**src/design/rrl_pkg.sv**
```systemverilog
`timescale 1ns / 1ps
// ----------------------------------------------------------------------------
// rrl_pkg
// Shared types and constants of the row run-length min-RMS select unit.
// ----------------------------------------------------------------------------
package rrl_pkg;

    localparam int unsigned MAX_WIDTH_DEF = 1024;
    localparam int unsigned MAX_ROWS_DEF  = 1024;

    localparam int unsigned LEN_W   = 11;
    localparam int unsigned CNT_W   = 11;
    localparam int unsigned SUM_W   = 21;
    localparam int unsigned ROW_W   = 10;
    localparam int unsigned MIN_W   = 10;
    localparam int unsigned RMS_W   = 11;
    localparam int unsigned SCORE_W = 18;
    localparam int unsigned CFG_A_W = 2;
    localparam int unsigned CFG_D_W = 11;

    localparam logic [CNT_W-1:0]   COUNT_CAP = 11'd2047;
    localparam logic [SUM_W-1:0]   SUM_CAP   = 21'h1FFFFF;
    localparam logic [SCORE_W-1:0] SCORE_CAP = 18'h3FFFF;

    localparam logic [CFG_A_W-1:0] REG_MIN_RUNS = 2'd0;
    localparam logic [CFG_A_W-1:0] REG_MAX_RMS  = 2'd1;

    localparam int unsigned QUEUE_DEPTH = 4;

    // one finished row as handed from the front to the back
    typedef struct packed {
        logic [SUM_W-1:0] sum;
        logic [CNT_W-1:0] runs;
        logic             frame_end;
    } t_row_rec;

endpackage

```
**src/design/rrl_front.sv**
```systemverilog
`timescale 1ns / 1ps
// ----------------------------------------------------------------------------
// rrl_front
// Per-pixel run tracker: closes runs, sums squared lengths, emits row records.
// ----------------------------------------------------------------------------
module rrl_front #(
    parameter int unsigned MAX_WIDTH = rrl_pkg::MAX_WIDTH_DEF
) (
    input  logic              i_clk,
    input  logic              i_rst_n,
    input  logic              i_accept,
    input  logic              i_pixel,
    input  logic              i_last_in_row,
    input  logic              i_last_in_frame,
    output logic              o_rec_valid,
    output rrl_pkg::t_row_rec o_rec
);
    import rrl_pkg::*;

    localparam int unsigned RUN_CAP_I = (MAX_WIDTH < 2047) ? MAX_WIDTH : 2047;
    localparam logic [LEN_W-1:0] RUN_CAP = LEN_W'(RUN_CAP_I);

    logic             r_started, n_started;
    logic             r_prev,    n_prev;
    logic [LEN_W-1:0] r_len,     n_len;
    logic [CNT_W-1:0] r_runs,    n_runs;
    logic [SUM_W-1:0] r_sum,     n_sum;

    logic [2*LEN_W-1:0] sq;
    logic [SUM_W+1:0]   sum_ext;
    logic               row_end;

    assign sq      = {{LEN_W{1'b0}}, r_len} * {{LEN_W{1'b0}}, r_len};
    assign sum_ext = {1'b0, r_sum} + (SUM_W+2)'(sq);
    assign row_end = i_last_in_row | i_last_in_frame;

    always_comb begin
        n_started = r_started;
        n_prev    = r_prev;
        n_len     = r_len;
        n_runs    = r_runs;
        n_sum     = r_sum;
        if (i_accept) begin
            if (!r_started) begin
                n_started = 1'b1;
                n_len     = LEN_W'(1);
            end else if (i_pixel == r_prev) begin
                if (r_len < RUN_CAP) begin
                    n_len = r_len + LEN_W'(1);
                end
            end else begin
                // close the run that just ended
                n_sum = (sum_ext > (SUM_W+2)'(SUM_CAP)) ? SUM_CAP : sum_ext[SUM_W-1:0];
                if (r_runs < COUNT_CAP) begin
                    n_runs = r_runs + CNT_W'(1);
                end
                n_len = LEN_W'(1);
            end
            n_prev = i_pixel;
        end
    end

    assign o_rec_valid     = i_accept & row_end;
    assign o_rec.sum       = n_sum;
    assign o_rec.runs      = n_runs;
    assign o_rec.frame_end = i_last_in_frame;

    always_ff @(posedge i_clk) begin
        if (!i_rst_n) begin
            r_started <= 1'b0;
            r_prev    <= 1'b0;
            r_len     <= LEN_W'(1);
            r_runs    <= '0;
            r_sum     <= '0;
        end else begin
            r_prev <= n_prev;
            if (o_rec_valid) begin
                // open run at row end is dropped
                r_started <= 1'b0;
                r_len     <= LEN_W'(1);
                r_runs    <= '0;
                r_sum     <= '0;
            end else begin
                r_started <= n_started;
                r_len     <= n_len;
                r_runs    <= n_runs;
                r_sum     <= n_sum;
            end
        end
    end

endmodule

```
**src/design/rrl_queue.sv**
```systemverilog
`timescale 1ns / 1ps
// ----------------------------------------------------------------------------
// rrl_queue
// Small register queue of row records between front and back.
// ----------------------------------------------------------------------------
module rrl_queue (
    input  logic              i_clk,
    input  logic              i_rst_n,
    input  logic              i_wr,
    input  rrl_pkg::t_row_rec i_data,
    input  logic              i_rd,
    output rrl_pkg::t_row_rec o_data,
    output logic              o_full,
    output logic              o_empty
);
    import rrl_pkg::*;

    localparam int unsigned PTR_W = $clog2(QUEUE_DEPTH);

    t_row_rec         r_mem [QUEUE_DEPTH];
    logic [PTR_W-1:0] r_wp, r_rp;
    logic [PTR_W:0]   r_cnt;
    logic             wr_en, rd_en;

    assign o_full  = (r_cnt == (PTR_W+1)'(QUEUE_DEPTH));
    assign o_empty = (r_cnt == '0);
    assign wr_en   = i_wr & ~o_full;
    assign rd_en   = i_rd & ~o_empty;
    assign o_data  = r_mem[r_rp];

    always_ff @(posedge i_clk) begin
        if (wr_en) begin
            r_mem[r_wp] <= i_data;
        end
    end

    always_ff @(posedge i_clk) begin
        if (!i_rst_n) begin
            r_wp  <= '0;
            r_rp  <= '0;
            r_cnt <= '0;
        end else begin
            if (wr_en) r_wp <= r_wp + PTR_W'(1);
            if (rd_en) r_rp <= r_rp + PTR_W'(1);
            r_cnt <= r_cnt + (PTR_W+1)'(wr_en) - (PTR_W+1)'(rd_en);
        end
    end

endmodule

```
**src/design/rrl_back.sv**
```systemverilog
`timescale 1ns / 1ps
// ----------------------------------------------------------------------------
// rrl_back
// Row scoring and best-row select; frame-end divide, square root and result.
// ----------------------------------------------------------------------------
module rrl_back #(
    parameter int unsigned MAX_ROWS = rrl_pkg::MAX_ROWS_DEF
) (
    input  logic                         i_clk,
    input  logic                         i_rst_n,
    input  logic [rrl_pkg::MIN_W-1:0]    i_min_runs,
    input  logic [rrl_pkg::RMS_W-1:0]    i_max_rms,
    input  logic                         i_q_empty,
    input  rrl_pkg::t_row_rec            i_q_data,
    output logic                         o_q_rd,
    output logic                         empty,
    input  logic                         pop,
    output logic                         o_any_candidate,
    output logic                         o_found,
    output logic [rrl_pkg::ROW_W-1:0]    o_best_row,
    output logic [rrl_pkg::SCORE_W-1:0]  o_best_score_q8
);
    import rrl_pkg::*;

    localparam int unsigned ROW_CAP_I = ((MAX_ROWS - 1) < 1023) ? (MAX_ROWS - 1) : 1023;
    localparam logic [ROW_W-1:0] ROW_CAP = ROW_W'(ROW_CAP_I);
    localparam int unsigned Q_W = SUM_W + 16;
    localparam int unsigned R_W = Q_W + 1;

    typedef enum logic [7:0] {
        S_IDLE = 8'b0000_0001,
        S_MUL  = 8'b0000_0010,
        S_CMP  = 8'b0000_0100,
        S_FND1 = 8'b0000_1000,
        S_FND2 = 8'b0001_0000,
        S_DIV  = 8'b0010_0000,
        S_SQRT = 8'b0100_0000,
        S_OUT  = 8'b1000_0000
    } t_state;

    t_state           r_state;
    t_row_rec         r_rec;
    logic [ROW_W-1:0] r_row;
    logic             r_bv;
    logic [SUM_W-1:0] r_bsum;
    logic [CNT_W-1:0] r_bcnt;
    logic [ROW_W-1:0] r_brow;
    logic [31:0]      r_lhs, r_rhs;
    logic [2*RMS_W-1:0]     r_m2;
    logic [2*RMS_W+CNT_W-1:0] r_m3;
    logic [CNT_W:0]   r_rem;
    logic [Q_W-1:0]   r_q;
    logic [5:0]       r_cnt;
    logic [Q_W-1:0]   r_v;
    logic [R_W-1:0]   r_res, r_bit;
    logic             r_out_valid;
    logic             r_any, r_found;
    logic [ROW_W-1:0] r_orow;
    logic [SCORE_W-1:0] r_oscore;

    logic [CNT_W-1:0] den;
    logic             qual, take;
    logic [CNT_W:0]   rem_sh;
    logic             q_bit;
    logic [R_W-1:0]   trial;

    assign den    = r_bcnt - CNT_W'(1);
    assign qual   = r_rec.runs > {1'b0, i_min_runs};
    assign take   = qual & (~r_bv | (r_lhs < r_rhs));
    assign rem_sh = {r_rem[CNT_W-1:0], r_q[Q_W-1]};
    assign q_bit  = rem_sh >= {1'b0, den};
    assign trial  = r_res + r_bit;
    assign o_q_rd = (r_state == S_IDLE) & ~i_q_empty;

    assign empty           = ~r_out_valid;
    assign o_any_candidate = r_any;
    assign o_found         = r_found;
    assign o_best_row      = r_orow;
    assign o_best_score_q8 = r_oscore;

    always_ff @(posedge i_clk) begin
        if (!i_rst_n) begin
            r_state     <= S_IDLE;
            r_row       <= '0;
            r_bv        <= 1'b0;
            r_bsum      <= '0;
            r_bcnt      <= '0;
            r_brow      <= '0;
            r_out_valid <= 1'b0;
        end else begin
            if (pop && r_out_valid) r_out_valid <= 1'b0;
            unique case (r_state)
                S_IDLE: begin
                    if (o_q_rd) begin
                        r_rec   <= i_q_data;
                        r_state <= S_MUL;
                    end
                end
                S_MUL: begin
                    // cross-multiplied score compare, no division
                    r_lhs   <= {11'b0, r_rec.sum} * {21'b0, den};
                    r_rhs   <= {11'b0, r_bsum} * {21'b0, r_rec.runs - CNT_W'(1)};
                    r_state <= S_CMP;
                end
                S_CMP: begin
                    if (take) begin
                        r_bv   <= 1'b1;
                        r_bsum <= r_rec.sum;
                        r_bcnt <= r_rec.runs;
                        r_brow <= r_row;
                    end
                    if (r_row < ROW_CAP) r_row <= r_row + ROW_W'(1);
                    r_state <= r_rec.frame_end ? S_FND1 : S_IDLE;
                end
                S_FND1: begin
                    r_m2    <= {11'b0, i_max_rms} * {11'b0, i_max_rms};
                    r_rem   <= '0;
                    r_q     <= {r_bsum, 16'b0};
                    r_cnt   <= 6'(Q_W - 1);
                    r_state <= S_FND2;
                end
                S_FND2: begin
                    r_m3    <= {11'b0, r_m2} * {22'b0, den};
                    r_state <= S_DIV;
                end
                S_DIV: begin
                    // restoring divide, one quotient bit per cycle
                    r_rem <= q_bit ? (rem_sh - {1'b0, den}) : rem_sh;
                    r_q   <= {r_q[Q_W-2:0], q_bit};
                    if (r_cnt == '0) begin
                        r_v     <= {r_q[Q_W-2:0], q_bit};
                        r_res   <= '0;
                        r_bit   <= R_W'(1) << (Q_W - 1);
                        r_cnt   <= 6'((Q_W - 1) / 2);
                        r_state <= S_SQRT;
                    end else begin
                        r_cnt <= r_cnt - 6'd1;
                    end
                end
                S_SQRT: begin
                    // digit-by-digit square root, one result bit per cycle
                    if ({1'b0, r_v} >= trial) begin
                        r_v   <= r_v - trial[Q_W-1:0];
                        r_res <= (r_res >> 1) + r_bit;
                    end else begin
                        r_res <= r_res >> 1;
                    end
                    r_bit <= r_bit >> 2;
                    if (r_cnt == '0) r_state <= S_OUT;
                    else r_cnt <= r_cnt - 6'd1;
                end
                S_OUT: begin
                    // hold until the result slot is free
                    if (!r_out_valid) begin
                        r_out_valid <= 1'b1;
                        r_any       <= r_bv;
                        r_found     <= r_bv && (den != '0) &&
                                       ({12'b0, r_bsum} < r_m3);
                        r_orow      <= r_bv ? r_brow : '0;
                        if (!r_bv) begin
                            r_oscore <= '0;
                        end else if (den == '0 || r_res > R_W'(SCORE_CAP)) begin
                            r_oscore <= SCORE_CAP;
                        end else begin
                            r_oscore <= r_res[SCORE_W-1:0];
                        end
                        r_row   <= '0;
                        r_bv    <= 1'b0;
                        r_bsum  <= '0;
                        r_bcnt  <= '0;
                        r_brow  <= '0;
                        r_state <= S_IDLE;
                    end
                end
                default: r_state <= S_IDLE;
            endcase
        end
    end

`ifndef SYNTHESIS
    a_found_needs_row: assert property (@(posedge i_clk) disable iff (!i_rst_n)
        !empty && o_found |-> o_any_candidate)
        else $error("found without a qualifying row");
    a_no_row_zero: assert property (@(posedge i_clk) disable iff (!i_rst_n)
        !empty && !o_any_candidate |-> o_best_row == '0 && o_best_score_q8 == '0)
        else $error("nonzero result without a qualifying row");
    a_row_cap: assert property (@(posedge i_clk) disable iff (!i_rst_n)
        r_row <= ROW_CAP)
        else $error("row index past cap");
    a_held_result: assert property (@(posedge i_clk) disable iff (!i_rst_n)
        !empty && !pop |=> !empty && $stable(o_best_score_q8) && $stable(o_best_row))
        else $error("waiting result overwritten");
`endif

endmodule

```
**src/design/row_run_length_min_rms_select_unit.sv**
```systemverilog
`timescale 1ns / 1ps
// ----------------------------------------------------------------------------
// row_run_length_min_rms_select_unit
// Picks the row of a binary frame with the least RMS of its run lengths.
// ----------------------------------------------------------------------------
// Pixels are taken one per cycle while full is low. Each row end takes the
// back end through queue read, cross-multiply and compare; a frame end adds
// a threshold multiply, a restoring divide, a square root and the result
// write. A four-row record queue sits between the run tracker and the back
// end; push is held off by full only while that queue is full, which happens
// with rows shorter than three pixels, around a frame end, or while a
// finished result waits to be popped and more rows arrive.
module row_run_length_min_rms_select_unit #(
    parameter int unsigned MAX_WIDTH = rrl_pkg::MAX_WIDTH_DEF,
    parameter int unsigned MAX_ROWS  = rrl_pkg::MAX_ROWS_DEF
) (
    input  logic                          i_clk,
    input  logic                          i_rst_n,
    input  logic                          i_cfg_we,
    input  logic [rrl_pkg::CFG_A_W-1:0]   i_cfg_addr,
    input  logic [rrl_pkg::CFG_D_W-1:0]   i_cfg_data,
    input  logic                          push,
    output logic                          full,
    input  logic                          i_pixel,
    input  logic                          i_last_in_row,
    input  logic                          i_last_in_frame,
    output logic                          empty,
    input  logic                          pop,
    output logic                          o_any_candidate,
    output logic                          o_found,
    output logic [rrl_pkg::ROW_W-1:0]     o_best_row,
    output logic [rrl_pkg::SCORE_W-1:0]   o_best_score_q8
);
    import rrl_pkg::*;

    logic [MIN_W-1:0] r_min_runs;
    logic [RMS_W-1:0] r_max_rms;
    logic             accept, rec_valid, q_rd, q_empty;
    t_row_rec         rec, q_data;

    assign accept = push & ~full;

    always_ff @(posedge i_clk) begin
        if (!i_rst_n) begin
            r_min_runs <= MIN_W'(10);
            r_max_rms  <= RMS_W'(100);
        end else if (i_cfg_we) begin
            unique case (i_cfg_addr)
                REG_MIN_RUNS: r_min_runs <= i_cfg_data[MIN_W-1:0];
                REG_MAX_RMS:  r_max_rms  <= i_cfg_data;
                default: ;
            endcase
        end
    end

    rrl_front #(.MAX_WIDTH(MAX_WIDTH)) u_front (
        .i_clk          (i_clk),
        .i_rst_n        (i_rst_n),
        .i_accept       (accept),
        .i_pixel        (i_pixel),
        .i_last_in_row  (i_last_in_row),
        .i_last_in_frame(i_last_in_frame),
        .o_rec_valid    (rec_valid),
        .o_rec          (rec)
    );

    rrl_queue u_queue (
        .i_clk  (i_clk),
        .i_rst_n(i_rst_n),
        .i_wr   (rec_valid),
        .i_data (rec),
        .i_rd   (q_rd),
        .o_data (q_data),
        .o_full (full),
        .o_empty(q_empty)
    );

    rrl_back #(.MAX_ROWS(MAX_ROWS)) u_back (
        .i_clk          (i_clk),
        .i_rst_n        (i_rst_n),
        .i_min_runs     (r_min_runs),
        .i_max_rms      (r_max_rms),
        .i_q_empty      (q_empty),
        .i_q_data       (q_data),
        .o_q_rd         (q_rd),
        .empty          (empty),
        .pop            (pop),
        .o_any_candidate(o_any_candidate),
        .o_found        (o_found),
        .o_best_row     (o_best_row),
        .o_best_score_q8(o_best_score_q8)
    );

endmodule
```
**config.mk**
```make
export PLATFORM = sky130hd
export DESIGN_NAME = row_run_length_min_rms_select_unit
export DESIGN_NICKNAME = d
export VERILOG_FILES = /design/src/design/rrl_pkg.sv /design/src/design/rrl_front.sv /design/src/design/rrl_queue.sv /design/src/design/rrl_back.sv /design/src/design/row_run_length_min_rms_select_unit.sv
export SDC_FILE = /design/constraint.sdc
export NUM_CORES = 2
export LEC_CHECK = 0
export ABC_AREA = 1
export BUFFER_PORTS_ARGS = -buffer_cell sky130_fd_sc_hd__buf_2
export CAP_MARGIN = 10
export CELL_PAD_IN_SITES_DETAIL_PLACEMENT = 1
export CELL_PAD_IN_SITES_GLOBAL_PLACEMENT = 2
export CORE_ASPECT_RATIO = 1.75
export CORE_UTILIZATION = 37
export DETAILED_ROUTE_END_ITERATION = 16
export PLACE_DENSITY = 0.87
export SETUP_SLACK_MARGIN = 0.4
export SLEW_MARGIN = 20
export SYNTH_ARGS = -nofsm -noshare
export SYNTH_HDL_FRONTEND = slang
export SYNTH_SLANG_ARGS = --single-unit
```
**constraint.sdc**
```tcl
create_clock -name i_clk -period 8.3 [get_ports i_clk]
set_clock_uncertainty 0.1 [all_clocks]
set_input_delay 1.66 -clock i_clk [delete_from_list [all_inputs] [get_ports i_clk]]
set_output_delay 1.66 -clock i_clk [all_outputs]
set_load 0.02 [all_outputs]
```
==> run metrics <==
row cnt 193; max-capacitance violation count 0; library cells used by synthesis between 60 and 70; critical path type flop to flop; GR Layer Usage met3 0.0239; CP arrival roughly 7.8 ns; outcome finished clean; synthesized area between 50000 and 60000 um^2; io pins 53; grt ovf 0; Worst-Margin Slew between 1 and 1.5 ns; WL final a little over 200 mm; GPL Wtd Cong roughly 0.94; Setup crit end kind flop; cells after synthesis ~6900; #FFs+latches synth just under 600; share of the synthesized area in the top cell type 0.235; Clock Sinks 596; first-pass GRT wire length around 310 mm; YS warnings 0; core area approximately 160000 um^2; Worst path slowest cell edfxtp_1; main area contributors after synthesis edfxtp_1 (23%), fa_1 (23%), ha_1 (10%); hold buffer count at CTS 0; synth cell count leaders nand2_1 (1369), inv_1 (1350), nor2_1 (711); max incr delay on CP around 0.56 ns; hold_ws between 0.3 and 0.4 ns; crit path launch type flop; Tcrit/Tclk final 0.901; Crit Path Max Fanout 16; Highest Clock Rate around 130 MHz; First DRT Iteration DRCs around 2100; GRT busiest layer met2; ANT nets after route 0; setup TNS 0 ns; Chip Width 304 um; GR Util met1 0.233; most common cell in the netlist nand2_1; Max H-tree Level 2; critical path required time between 8 and 9 ns; CTS root buf clkbuf_16; GRT Total Usage 0.254; PortBufs 52; post-layout util 0.402; RSZ-0062 raised after global routing no; placed wire-length estimate roughly 160 mm; worst slack, placed just over 0.7 ns; Final WS setup 0.818 ns; Max Slew Vio Count 0; met2 GRT Util 0.505; drt via density 5.25; Skew-Pair Late Insertion Delay between 0.7 and 0.8 ns; sequential share of the synthesized area 0.281; die area approximately 160000 um^2; layout cells sized above 1 0.0440; clk slew on worst S/H paths ~0.07 ns; leading area contributor after synthesis edfxtp_1; drt drc 0; Primary FF master, synth edfxtp_1; DR WL/cell 22.6 um; Tmin final about 7.5 ns; Nets ~8000; EDFF count, synth 461; first drt pass iteration count 5; CTS Buf Count 60; Initial Util 0.373; mean post-synth cell area about 8.5 um^2; Die H around 530 um; Final Hold Fails 0; synth-to-layout area growth 7.82%; CP dominant cell by count inv_1; largest net degree at the start of global routing 74; vias in the first global route about 54000; Rel. slew slack 0.242; TritonCTS clock tree built; Worst Hold Class flop to flop; Max clock buf depth 3; ys async rst share 0; Final setup viols 0; initial antenna violation count 4; DR vias roughly 47000
routing by layer:
metal | up-vias | part of all wire | wire length (um)
met5 | - | 0.00013 | 27
met3 | 564 | 0.029 | 5850
li1 | 21600 | - | -
met2 | 962 | 0.55 | 111000
met1 | 23900 | 0.33 | 66400
met4 | 4 | 0.092 | 18500
area by class of cell:
type                       count  area, um^2
timing repair buffer         114         778
inverter                    1362        5120
multi-input combinational   4729       36400
clock buffer                  68        1570
fill                       18800       94400
clock inverter                43         515
tap                         2047        2560
antenna                        2        5.00
sequential                   596       16500
through the flow:
| stage | instances | instance area [um^2] |
|---|---|---|
| 3_5_place_dp | 8846 | 61400 |
| 3_3_place_gp | 8845 | 61400 |
| 2_1_floorplan | 6916 | 59000 |
| 6_report | 8961 | 63500 |
| 5_1_grt | 8960 | 63500 |
| 4_1_cts | 8957 | 63500 |
what timing repair did:
item                                    CTS  global route
buffers inserted                          0             1
resized for setup                         0             3
endpoints found under the setup margin    0             6
cells in the final DEF, fill, tap and decap left out, drive strengths merged, types with 29 or more instances in the layout:
| master | n |
|---|---|
| dfxtp | 135 |
| nand4 | 70 |
| inv | 1358 |
| o21ai | 338 |
| fa | 669 |
| nor4 | 31 |
| a21o | 29 |
| edfxtp | 461 |
| o22ai | 38 |
| nor2 | 719 |
| clkbuf | 68 |
| buf | 114 |
| nor3 | 56 |
| clkinv | 29 |
| nand3 | 163 |
| or2 | 34 |
| nand2 | 1374 |
| a21oi | 348 |
| xor2 | 125 |
| ha | 483 |
| xnor2 | 101 |
final timing paths:
kind / start / to / slack [ns] / cells past startpoint
max: u_back.r_rec[1] / u_back.r_rhs[23] / 0.82 / 26
min: u_back.r_brow[6] / u_back.r_brow[6] / 0.36 / 2
max reg2reg: u_back.r_rec[1] / u_back.r_rhs[23] / 0.82 / 26
min reg2reg: u_back.r_brow[6] / u_back.r_brow[6] / 0.36 / 2
registers in the layout, summed over array words and instances (netlist names), 32 cells and up:
signal,count
u_back.r_lhs,32
u_back.r_m3,33
u_back.r_q,37
u_back.r_rec,33
u_back.r_res,38
u_back.r_rhs,32
u_back.r_v,37
u_queue.r_mem,132
critical path: cells and delay by family, from the launching register on:
family,cells,cell delay (ns)
AND/OR/NAND/NOR,5,0.94
flip-flops,1,0.56
buffers and inverters,8,1.10
AO/OA/AOI/OAI,5,1.35
XOR/XNOR,1,0.10
adder cells (fa/ha/maj),7,2.99
logic make-up (layout without fill, tap and decap cells):
logic type	after synthesis	count (layout)	synth area share
simple gates	2470	2470	0.171
buf+inv	1591	1587	0.103
fa+ha+maj	1152	1152	0.330
compound gates	872	872	0.0818
flops	596	596	0.281
xor+xnor	226	226	0.0337
other cells	2	11	0.000127
Power is left out: the tool's default activity adds up to more than one toggle a clock period on the data nets, which glitch-free logic cannot reach.
